==> config.mk <==
export PLATFORM = sky130hd
export DESIGN_NAME = toy_language_tokenizer_unit
export DESIGN_NICKNAME = d
export VERILOG_FILES = /design/src/design/tlt_pkg.sv /design/src/design/tlt_step.sv /design/src/design/toy_language_tokenizer_unit.sv
export SDC_FILE = /design/constraint.sdc
export NUM_CORES = 1
export LEC_CHECK = 0
export BUFFER_PORTS_ARGS = -buffer_cell sky130_fd_sc_hd__buf_2
export CELL_PAD_IN_SITES_DETAIL_PLACEMENT = 1
export CELL_PAD_IN_SITES_GLOBAL_PLACEMENT = 2
export CORE_ASPECT_RATIO = 1.1
export CORE_MARGIN = 5
export CORE_UTILIZATION = 44
export CTS_BUF_LIST = sky130_fd_sc_hd__clkbuf_8 sky130_fd_sc_hd__clkbuf_16
export CTS_CLUSTER_SIZE = 25
export DETAILED_ROUTE_END_ITERATION = 16
export GPL_TIMING_DRIVEN = 0
export PLACE_DENSITY = 0.92
export SYNTH_ARGS = -nofsm -noshare
export SYNTH_HDL_FRONTEND = slang
export SYNTH_SLANG_ARGS = --single-unit
==> constraint.sdc <==
create_clock -name clk_i -period 9.4 [get_ports clk_i]
set_clock_uncertainty 0.2 [all_clocks]
set_input_delay 2.82 -clock clk_i [delete_from_list [all_inputs] [get_ports clk_i]]
set_output_delay 2.82 -clock clk_i [all_outputs]
set_load 0.02 [all_outputs]
==> src/design/tlt_pkg.sv <==
package tlt_pkg;

  typedef enum logic [2:0] {
    MODE_IDLE  = 3'd0,
    MODE_IDENT = 3'd1,
    MODE_INT   = 3'd2,
    MODE_PLUS  = 3'd3,
    MODE_STAR  = 3'd4,
    MODE_AMP1  = 3'd5,
    MODE_AMP2  = 3'd6
  } mode_e;

  typedef enum logic [4:0] {
    TK_PROGRAM = 5'd0,
    TK_LBRACE  = 5'd1,
    TK_RBRACE  = 5'd2,
    TK_SEMI    = 5'd3,
    TK_READ    = 5'd4,
    TK_WRITE   = 5'd5,
    TK_IF      = 5'd6,
    TK_LPAREN  = 5'd7,
    TK_RPAREN  = 5'd8,
    TK_ASSIGN  = 5'd9,
    TK_QUEST   = 5'd10,
    TK_COLON   = 5'd11,
    TK_LBRACK  = 5'd12,
    TK_RBRACK  = 5'd13,
    TK_DOT     = 5'd14,
    TK_LENGTH  = 5'd15,
    TK_NEW     = 5'd16,
    TK_BANG    = 5'd17,
    TK_PLUS_EQ = 5'd18,
    TK_STAR_EQ = 5'd19,
    TK_AND_EQ  = 5'd20,
    TK_IDENT   = 5'd21,
    TK_INT     = 5'd22,
    TK_ERROR   = 5'd23,
    TK_END     = 5'd24
  } token_e;

  localparam int unsigned NUM_KW = 6;
  localparam int unsigned POS_MAX = 15;

  localparam logic [7:0] CH_DOLLAR = "$";
  localparam logic [7:0] CH_PLUS   = "+";
  localparam logic [7:0] CH_STAR   = "*";
  localparam logic [7:0] CH_AMP    = "&";
  localparam logic [7:0] CH_EQ     = "=";

  // keyword text right-justified, first character in the highest used byte
  localparam logic [63:0] KW_TEXT [NUM_KW] = '{
    64'("program"), 64'("read"), 64'("write"), 64'("if"), 64'("length"), 64'("new")
  };
  localparam logic [3:0] KW_LEN [NUM_KW] = '{4'd7, 4'd4, 4'd5, 4'd2, 4'd6, 4'd3};
  localparam token_e KW_CODE [NUM_KW] = '{TK_PROGRAM, TK_READ, TK_WRITE, TK_IF,
                                          TK_LENGTH, TK_NEW};

  typedef struct packed {
    mode_e      mode;
    logic [5:0] cand;
    logic [3:0] pos;
  } scan_t;

  typedef struct packed {
    logic   hit;
    token_e kind;
  } tok_t;

  function automatic logic kw_match(int unsigned k, logic [3:0] p, logic [7:0] c);
    logic [3:0] sh;
    sh = KW_LEN[k] - 4'd1 - p;
    return (p < KW_LEN[k]) && (KW_TEXT[k][{sh[2:0], 3'b000} +: 8] == c);
  endfunction

  function automatic logic is_digit(logic [7:0] c);
    return (c >= "0") && (c <= "9");
  endfunction

  function automatic logic is_alpha(logic [7:0] c);
    return ((c >= "a") && (c <= "z")) || ((c >= "A") && (c <= "Z"));
  endfunction

  function automatic logic is_space(logic [7:0] c);
    return (c == " ") || ((c >= 8'd9) && (c <= 8'd13));
  endfunction

  function automatic tok_t punct_tok(logic [7:0] c);
    tok_t t;
    t.hit  = 1'b1;
    t.kind = TK_ERROR;
    case (c)
      "{":     t.kind = TK_LBRACE;
      "}":     t.kind = TK_RBRACE;
      ";":     t.kind = TK_SEMI;
      "(":     t.kind = TK_LPAREN;
      ")":     t.kind = TK_RPAREN;
      "=":     t.kind = TK_ASSIGN;
      "?":     t.kind = TK_QUEST;
      ":":     t.kind = TK_COLON;
      "[":     t.kind = TK_LBRACK;
      "]":     t.kind = TK_RBRACK;
      ".":     t.kind = TK_DOT;
      "!":     t.kind = TK_BANG;
      default: t.hit  = 1'b0;
    endcase
    return t;
  endfunction

endpackage

==> src/design/tlt_step.sv <==
module tlt_step #(
  parameter int unsigned ERR_BITS = 16
) (
  input  logic [7:0]          char_code_i,
  input  logic                source_end_i,
  input  tlt_pkg::scan_t      scan_i,
  input  logic [ERR_BITS-1:0] tally_i,
  output tlt_pkg::scan_t      scan_o,
  output logic [ERR_BITS-1:0] tally_o,
  output tlt_pkg::tok_t       res0_o,
  output tlt_pkg::tok_t       res1_o,
  output logic [ERR_BITS-1:0] err0_o,
  output logic [ERR_BITS-1:0] err1_o
);
  import tlt_pkg::*;

  tok_t                pend;
  tok_t                idle;
  tok_t                punct;
  logic                idle_handle;
  logic                alnum;
  logic [5:0]          cand_take;
  logic [5:0]          cand_first;
  logic [3:0]          pos_inc;
  token_e              ident_kind;
  logic [ERR_BITS-1:0] tally1;
  logic [ERR_BITS-1:0] tally2;

  function automatic logic [ERR_BITS-1:0] sat_inc(logic [ERR_BITS-1:0] v);
    return (&v) ? v : v + 1'b1;
  endfunction

  assign alnum   = is_alpha(char_code_i) || is_digit(char_code_i);
  assign punct   = punct_tok(char_code_i);
  assign pos_inc = (scan_i.pos < 4'(POS_MAX)) ? scan_i.pos + 4'd1 : 4'(POS_MAX);

  always_comb begin
    for (int unsigned k = 0; k < NUM_KW; k++) begin
      cand_take[k]  = scan_i.cand[k] && kw_match(k, scan_i.pos, char_code_i);
      cand_first[k] = kw_match(k, 4'd0, char_code_i);
    end
  end

  always_comb begin
    ident_kind = TK_IDENT;
    for (int k = NUM_KW - 1; k >= 0; k--) begin
      if (scan_i.cand[k] && (scan_i.pos == KW_LEN[k])) begin
        ident_kind = KW_CODE[k];
      end
    end
  end

  always_comb begin
    pend        = '{hit: 1'b0, kind: TK_ERROR};
    idle        = '{hit: 1'b0, kind: TK_ERROR};
    idle_handle = 1'b1;
    scan_o      = scan_i;
    scan_o.mode = MODE_IDLE;

    case (scan_i.mode)
      MODE_IDENT: begin
        if (!source_end_i && alnum) begin
          idle_handle = 1'b0;
          scan_o.mode = MODE_IDENT;
          scan_o.cand = cand_take;
          scan_o.pos  = pos_inc;
        end else begin
          pend = '{hit: 1'b1, kind: ident_kind};
        end
      end
      MODE_INT: begin
        if (!source_end_i && is_digit(char_code_i)) begin
          idle_handle = 1'b0;
          scan_o.mode = MODE_INT;
        end else begin
          pend = '{hit: 1'b1, kind: TK_INT};
        end
      end
      MODE_PLUS, MODE_STAR, MODE_AMP2: begin
        pend.hit = 1'b1;
        if (!source_end_i) begin
          idle_handle = 1'b0;
          if (char_code_i == CH_EQ) begin
            pend.kind = (scan_i.mode == MODE_PLUS) ? TK_PLUS_EQ :
                        (scan_i.mode == MODE_STAR) ? TK_STAR_EQ : TK_AND_EQ;
          end
        end
      end
      MODE_AMP1: begin
        if (source_end_i) begin
          pend.hit = 1'b1;
        end else begin
          idle_handle = 1'b0;
          if (char_code_i == CH_AMP) begin
            scan_o.mode = MODE_AMP2;
          end else begin
            pend.hit = 1'b1;
          end
        end
      end
      default: ;
    endcase

    if (idle_handle) begin
      if (source_end_i || (char_code_i == CH_DOLLAR)) begin
        idle = '{hit: 1'b1, kind: TK_END};
      end else if (is_space(char_code_i)) begin
        idle.hit = 1'b0;
      end else if (punct.hit) begin
        idle = punct;
      end else if (char_code_i == CH_PLUS) begin
        scan_o.mode = MODE_PLUS;
      end else if (char_code_i == CH_STAR) begin
        scan_o.mode = MODE_STAR;
      end else if (char_code_i == CH_AMP) begin
        scan_o.mode = MODE_AMP1;
      end else if (is_alpha(char_code_i)) begin
        scan_o.mode = MODE_IDENT;
        scan_o.cand = cand_first;
        scan_o.pos  = 4'd1;
      end else if (is_digit(char_code_i)) begin
        scan_o.mode = MODE_INT;
      end else begin
        idle = '{hit: 1'b1, kind: TK_ERROR};
      end
    end
  end

  assign tally1 = (pend.hit && (pend.kind == TK_ERROR)) ? sat_inc(tally_i) : tally_i;
  assign tally2 = (idle.hit && (idle.kind == TK_ERROR)) ? sat_inc(tally1) : tally1;

  assign res0_o  = pend.hit ? pend : idle;
  assign res1_o  = pend.hit ? idle : tok_t'{hit: 1'b0, kind: TK_ERROR};
  assign err0_o  = pend.hit ? tally1 : tally2;
  assign err1_o  = tally2;
  assign tally_o = (idle.hit && (idle.kind == TK_END)) ? '0 : tally2;

endmodule

==> src/design/toy_language_tokenizer_unit.sv <==
// A character waits in the input stage register; its tokens go to the output queue.
// Throughput: one character per cycle while the queue has room and each gives at most
// one token; a character that ends an identifier or integer and also yields a token
// gives two queued tokens. The limit is the single-token-per-cycle output queue
// (four entries). Reset (rst_ni low, asynchronous) empties the input stage and output
// queue, returns scanning to idle and clears the error count.
module toy_language_tokenizer_unit #(
  parameter int unsigned ERROR_COUNT_BITS = 16
) (
  input  logic        clk_i,
  input  logic        rst_ni,
  input  logic        in_valid_i,
  output logic        in_stall_o,
  input  logic [7:0]  char_code_i,
  input  logic        source_end_i,
  output logic        out_valid_o,
  input  logic        out_stall_i,
  output logic [4:0]  token_kind_o,
  output logic        last_of_run_o,
  output logic [15:0] lexical_errors_o
);
  import tlt_pkg::*;

  localparam int unsigned QDEPTH = 4;
  localparam int unsigned QAW    = $clog2(QDEPTH);

  typedef struct packed {
    token_e      kind;
    logic        last;
    logic [15:0] errs;
  } entry_t;

  logic                        stg_v_q;
  logic [7:0]                  stg_char_q;
  logic                        stg_end_q;
  scan_t                       scan_q, scan_d;
  logic [ERROR_COUNT_BITS-1:0] tally_q, tally_d;
  tok_t                        res0, res1;
  logic [ERROR_COUNT_BITS-1:0] err0, err1;

  entry_t                      q_mem_q [QDEPTH];
  logic [QAW-1:0]              wr_ptr_q, rd_ptr_q;
  logic [QAW:0]                cnt_q, cnt_d;

  logic                        go;
  logic                        in_acc;
  logic                        pop;
  logic [1:0]                  push_n;
  logic [31:0]                 err0_ext, err1_ext;

  tlt_step #(
    .ERR_BITS(ERROR_COUNT_BITS)
  ) u_step (
    .char_code_i (stg_char_q),
    .source_end_i(stg_end_q),
    .scan_i      (scan_q),
    .tally_i     (tally_q),
    .scan_o      (scan_d),
    .tally_o     (tally_d),
    .res0_o      (res0),
    .res1_o      (res1),
    .err0_o      (err0),
    .err1_o      (err1)
  );

  assign go         = stg_v_q && (cnt_q <= (QAW + 1)'(QDEPTH - 2));
  assign in_stall_o = stg_v_q && !go;
  assign in_acc     = in_valid_i && !in_stall_o;

  assign out_valid_o = (cnt_q != '0);
  assign pop         = out_valid_o && !out_stall_i;
  assign push_n      = go ? (2'(res0.hit) + 2'(res1.hit)) : 2'd0;
  assign cnt_d       = cnt_q + (QAW + 1)'(push_n) - (QAW + 1)'(pop);

  assign err0_ext = 32'(err0);
  assign err1_ext = 32'(err1);

  always_ff @(posedge clk_i or negedge rst_ni) begin
    if (!rst_ni) begin
      stg_v_q  <= 1'b0;
      scan_q   <= '{mode: MODE_IDLE, cand: '0, pos: '0};
      tally_q  <= '0;
      wr_ptr_q <= '0;
      rd_ptr_q <= '0;
      cnt_q    <= '0;
    end else begin
      if (in_acc) begin
        stg_v_q <= 1'b1;
      end else if (go) begin
        stg_v_q <= 1'b0;
      end
      if (go) begin
        scan_q   <= scan_d;
        tally_q  <= tally_d;
        wr_ptr_q <= wr_ptr_q + QAW'(push_n);
      end
      if (pop) begin
        rd_ptr_q <= rd_ptr_q + 1'b1;
      end
      cnt_q <= cnt_d;
    end
  end

  always_ff @(posedge clk_i) begin
    if (in_acc) begin
      stg_char_q <= char_code_i;
      stg_end_q  <= source_end_i;
    end
    if (go && res0.hit) begin
      q_mem_q[wr_ptr_q] <= '{kind: res0.kind, last: !res1.hit, errs: err0_ext[15:0]};
    end
    if (go && res1.hit) begin
      q_mem_q[wr_ptr_q + 1'b1] <= '{kind: res1.kind, last: 1'b1, errs: err1_ext[15:0]};
    end
  end

  assign token_kind_o     = q_mem_q[rd_ptr_q].kind;
  assign last_of_run_o    = q_mem_q[rd_ptr_q].last;
  assign lexical_errors_o = q_mem_q[rd_ptr_q].errs;

endmodule

==> impl_metrics.env <==
export IMPL_met2_length_um=17000
export IMPL_totalNegativeSetupSlack_ns=0
export IMPL_aggregate_global_routing_overflow=0
export IMPL_first_global_vias=9621
export IMPL_cp_buffers_inverters=6
export IMPL_status="complete, no violations"
export IMPL_hold_slack_ns=0.293
export IMPL_yosys_top_cells_area="sky130_fd_sc_hd__edfxtp_1 28%, sky130_fd_sc_hd__dfrtp_1 9.3%, sky130_fd_sc_hd__mux4_2 5.0%, sky130_fd_sc_hd__a21oi_1 4.2%, sky130_fd_sc_hd__nand2_1 4.0%"
export IMPL_post_layout_nonfiller_instances=1451
export IMPL_timing_critical_path_cells="buf_2, inv_1, ha_1, and4bb_2, nor4_1, nand2b_1, a21boi_1, buf_2, nand2_1, buf_2, mux2i_1, inv_1, ha_1, o21ai_1, or4_1, buf_2, nor2_1, nor4b_1, a211oi_1"
export IMPL_groute_usage_overall_pct=28.7
export IMPL_multi_input_area_um2=5730
export IMPL_first_pass_grt_wire_length_um=58200
export IMPL_power_density_nw_per_um2=272
export IMPL_start_util_pct=45.0
export IMPL_post_synthesis_instance_total=1087
export IMPL_cts_sinks=134
export IMPL_highest_signal_layer="met4"
export IMPL_post_synth_instance_area_um2=9970
export IMPL_area_growth_pct=11.3
export IMPL_yosys_area_top_type_share_pct=28.0
export IMPL_antenna_cells=0
export IMPL_relSlewSlack_pct=24.0
export IMPL_dpl_cell_count=1418
export IMPL_final_routed_wirelength_across_all_metal_layers_um=37000
export IMPL_h_tree_depth=4
export IMPL_worst_setup_path_type="register to register"
export IMPL_worstSetupEndpointType="register"
export IMPL_yosys_cell_types_count=99
export IMPL_wl_met3_um=2720
export IMPL_startpoint_type="register"
export IMPL_clk_root_buffer_cell="sky130_fd_sc_hd__clkbuf_16"
export IMPL_number_of_enable_type_register_cells_in_the_synthesized_netlist=93
export IMPL_num_vias=9659
export IMPL_grt_start_max_net_pins=38
export IMPL_timing_final_crit_share_pct=69.3
export IMPL_asyncSetResetFlopFracSynth_pct=27.6
export IMPL_max_cap_violations=0
export IMPL_place_gp_congestion=0.940
export IMPL_slowest_delay_ns=0.97
export IMPL_setup_violations_final=0
export IMPL_critical_path_arrival_ns=6.43
export IMPL_worst_min_delay_path_category="register to register"
export IMPL_fp_dieArea_um2=25800
export IMPL_route_detailed_drc=0
export IMPL_crit_path_top_delay_cell="sky130_fd_sc_hd__nor4b_1"
export IMPL_path_max_fanout=10
export IMPL_cts_tree="yes"
export IMPL_postCtsSetupRepairBufs=0
export IMPL_portBuffers=36
export IMPL_floorplan_die_width_um=154
export IMPL_cellLeakagePower_nw=3.72
export IMPL_rsz0062_at_grt="no"
export IMPL_worst_skew_pair_late_latency_ns=0.44
export IMPL_tightestPinTransition_ns=1.12
export IMPL_max_clock_freq_mhz=154
export IMPL_post_synth_top_count_cell="sky130_fd_sc_hd__nand2_1"
export IMPL_critical_path_top_delay_family="simple AND/OR/NAND/NOR gates"
export IMPL_cpMostUsedCell="sky130_fd_sc_hd__buf_2"
export IMPL_finish_net_count=1185
export IMPL_synth_top_cells_by_count="106 x sky130_fd_sc_hd__nand2_1, 93 x sky130_fd_sc_hd__edfxtp_1, 83 x sky130_fd_sc_hd__a21oi_1, 77 x sky130_fd_sc_hd__nor2_1, 66 x sky130_fd_sc_hd__o21ai_0"
export IMPL_drt_pre_antenna_iters=5
export IMPL_worst_path_clk_slew_ns=0.07
export IMPL_place_hpwl_um=28200
export IMPL_detail_route_wirelength_met1_um=16000
export IMPL_tritoncts_buffer_count=17
export IMPL_fillers=2625
export IMPL_layout_drive_gt1_share_pct=12.7
export IMPL_die_h_um=168
export IMPL_required_ns=9.32
export IMPL_layout_area_seq_um2=3800
export IMPL_hold_buffers=0
export IMPL_avgSynthCellArea_um2=9.18
export IMPL_synth_nets=1129
export IMPL_yosys_warnings=0
export IMPL_cts_resized=0
export IMPL_cts_max_path_buffers=2
export IMPL_fin_crit_ns=6.51
export IMPL_std_cell_rows=57
export IMPL_drt_vias_per_instance=6.66
export IMPL_synth_sequential_area_ratio_pct=38.1
export IMPL_floorplan_core_area_um2=22200
export IMPL_top_level_ports=37
export IMPL_maxSlewViolCount=0
export IMPL_synth_ff_latch_count=134
export IMPL_irDropWorstVdd_uv=143
export IMPL_finalHoldViolCount=0
export IMPL_power_w=0.00302
export IMPL_synth_flop_cell="sky130_fd_sc_hd__edfxtp_1"
export IMPL_synth_area_leader_cell="sky130_fd_sc_hd__edfxtp_1"
export IMPL_antenna_violating_nets_post_route=0
export IMPL_number_of_antenna_violations_at_the_first_check_in_global_routing=0
export IMPL_wl_per_cell_um=25.5
export IMPL_drt_first_iter_violations=1056
-- power by group --
part           switching [W]  internal [W]
clock network       0.000309      0.000348
registers          0.0000671      0.000780
logic                0.00102      0.000490
-- placed cells by master (no fill, tap or decap), types with 13 or more instances in the layout --
cell and instances:
sky130_fd_sc_hd__nand2_1 106, sky130_fd_sc_hd__edfxtp_1 93, sky130_fd_sc_hd__a21oi_1 83, sky130_fd_sc_hd__nor2_1 77
sky130_fd_sc_hd__o21ai_0 66, sky130_fd_sc_hd__clkbuf_1 55, sky130_fd_sc_hd__buf_2 51, sky130_fd_sc_hd__dfrtp_1 37
sky130_fd_sc_hd__nand3_1 36, sky130_fd_sc_hd__o22ai_1 31, sky130_fd_sc_hd__nor3_1 30, sky130_fd_sc_hd__ha_1 28
sky130_fd_sc_hd__inv_1 25, sky130_fd_sc_hd__a211oi_1 25, sky130_fd_sc_hd__xnor2_1 25, sky130_fd_sc_hd__a31oi_1 23
sky130_fd_sc_hd__mux4_2 22, sky130_fd_sc_hd__o31ai_1 18, sky130_fd_sc_hd__nand2b_1 17, sky130_fd_sc_hd__clkbuf_16 17
sky130_fd_sc_hd__xor2_1 16, sky130_fd_sc_hd__or3_1 15, sky130_fd_sc_hd__nand4_1 13
-- registers in the layout, indices dropped and copies added, names as in the netlist --
| signal | cells |
|---|---|
| tally_q | 16 |
| scan_q | 13 |
| stg_end_q | 1 |
| stg_v_q | 1 |
| stg_char_q | 8 |
| wr_ptr_q | 2 |
| rd_ptr_q | 2 |
| q_mem_q | 88 |
| cnt_q | 3 |
-- path summary, 6_finish.rpt --
kind / start / endpoint / slack (ns) / cells after the start
worst min register to register: q_mem_q[3][16] / q_mem_q[3][16] / 0.29 / 1
worst max register to register: scan_q[2] / q_mem_q[0][11] / 2.89 / 19
min in group asynchronous: rst_ni / tally_q[10] / 2.36 / 1
max in group asynchronous: rst_ni / cnt_q[0] / 6.00 / 1
worst min-delay path: q_mem_q[3][16] / q_mem_q[3][16] / 0.29 / 1
worst max-delay path: scan_q[2] / q_mem_q[0][11] / 2.89 / 19
-- cells by family (layout without fill, tap and decap cells) --
family | count (synthesis) | in the layout | synth area share (%)
buffers and inverters | 109 | 178 | 4.52
flip-flops | 134 | 134 | 38.1
adder cells (fa/ha/maj) | 30 | 30 | 3.81
AO/OA/AOI/OAI | 351 | 351 | 23.1
AND/OR/NAND/NOR | 389 | 389 | 20.6
XOR/XNOR | 42 | 42 | 3.76
multiplexers | 32 | 32 | 6.05
-- area by class of cell --
cell class	instances	share of cell area, %
Buffer	83	3.18
Clock buffer	17	3.83
Clock inverter	15	1.22
Inverter	26	0.879
Multi-Input combinational cell	844	51.6
Sequential cell	134	34.2
Tap cell	295	3.33
Timing Repair Buffer	37	1.69
-- per-layer routing --
metal	vias to the layer above	track usage, %
li1	4298	-
met1	4810	40.1
met2	468	45.9
met3	83	4.26
met4	0	9.91
met5	-	0
-- per-stage QoR --
step	area, um^2	utilization (%)	worst slack [ns]
floorplan	9970	-	4.59
global placement	10500	47.4	3.11
detailed placement	10500	47.4	3.10
CTS	11100	50.0	3.03
global route	11100	50.0	2.52
finish	11100	50.0	2.89
Note: power is estimated with default switching activity, not from simulation.
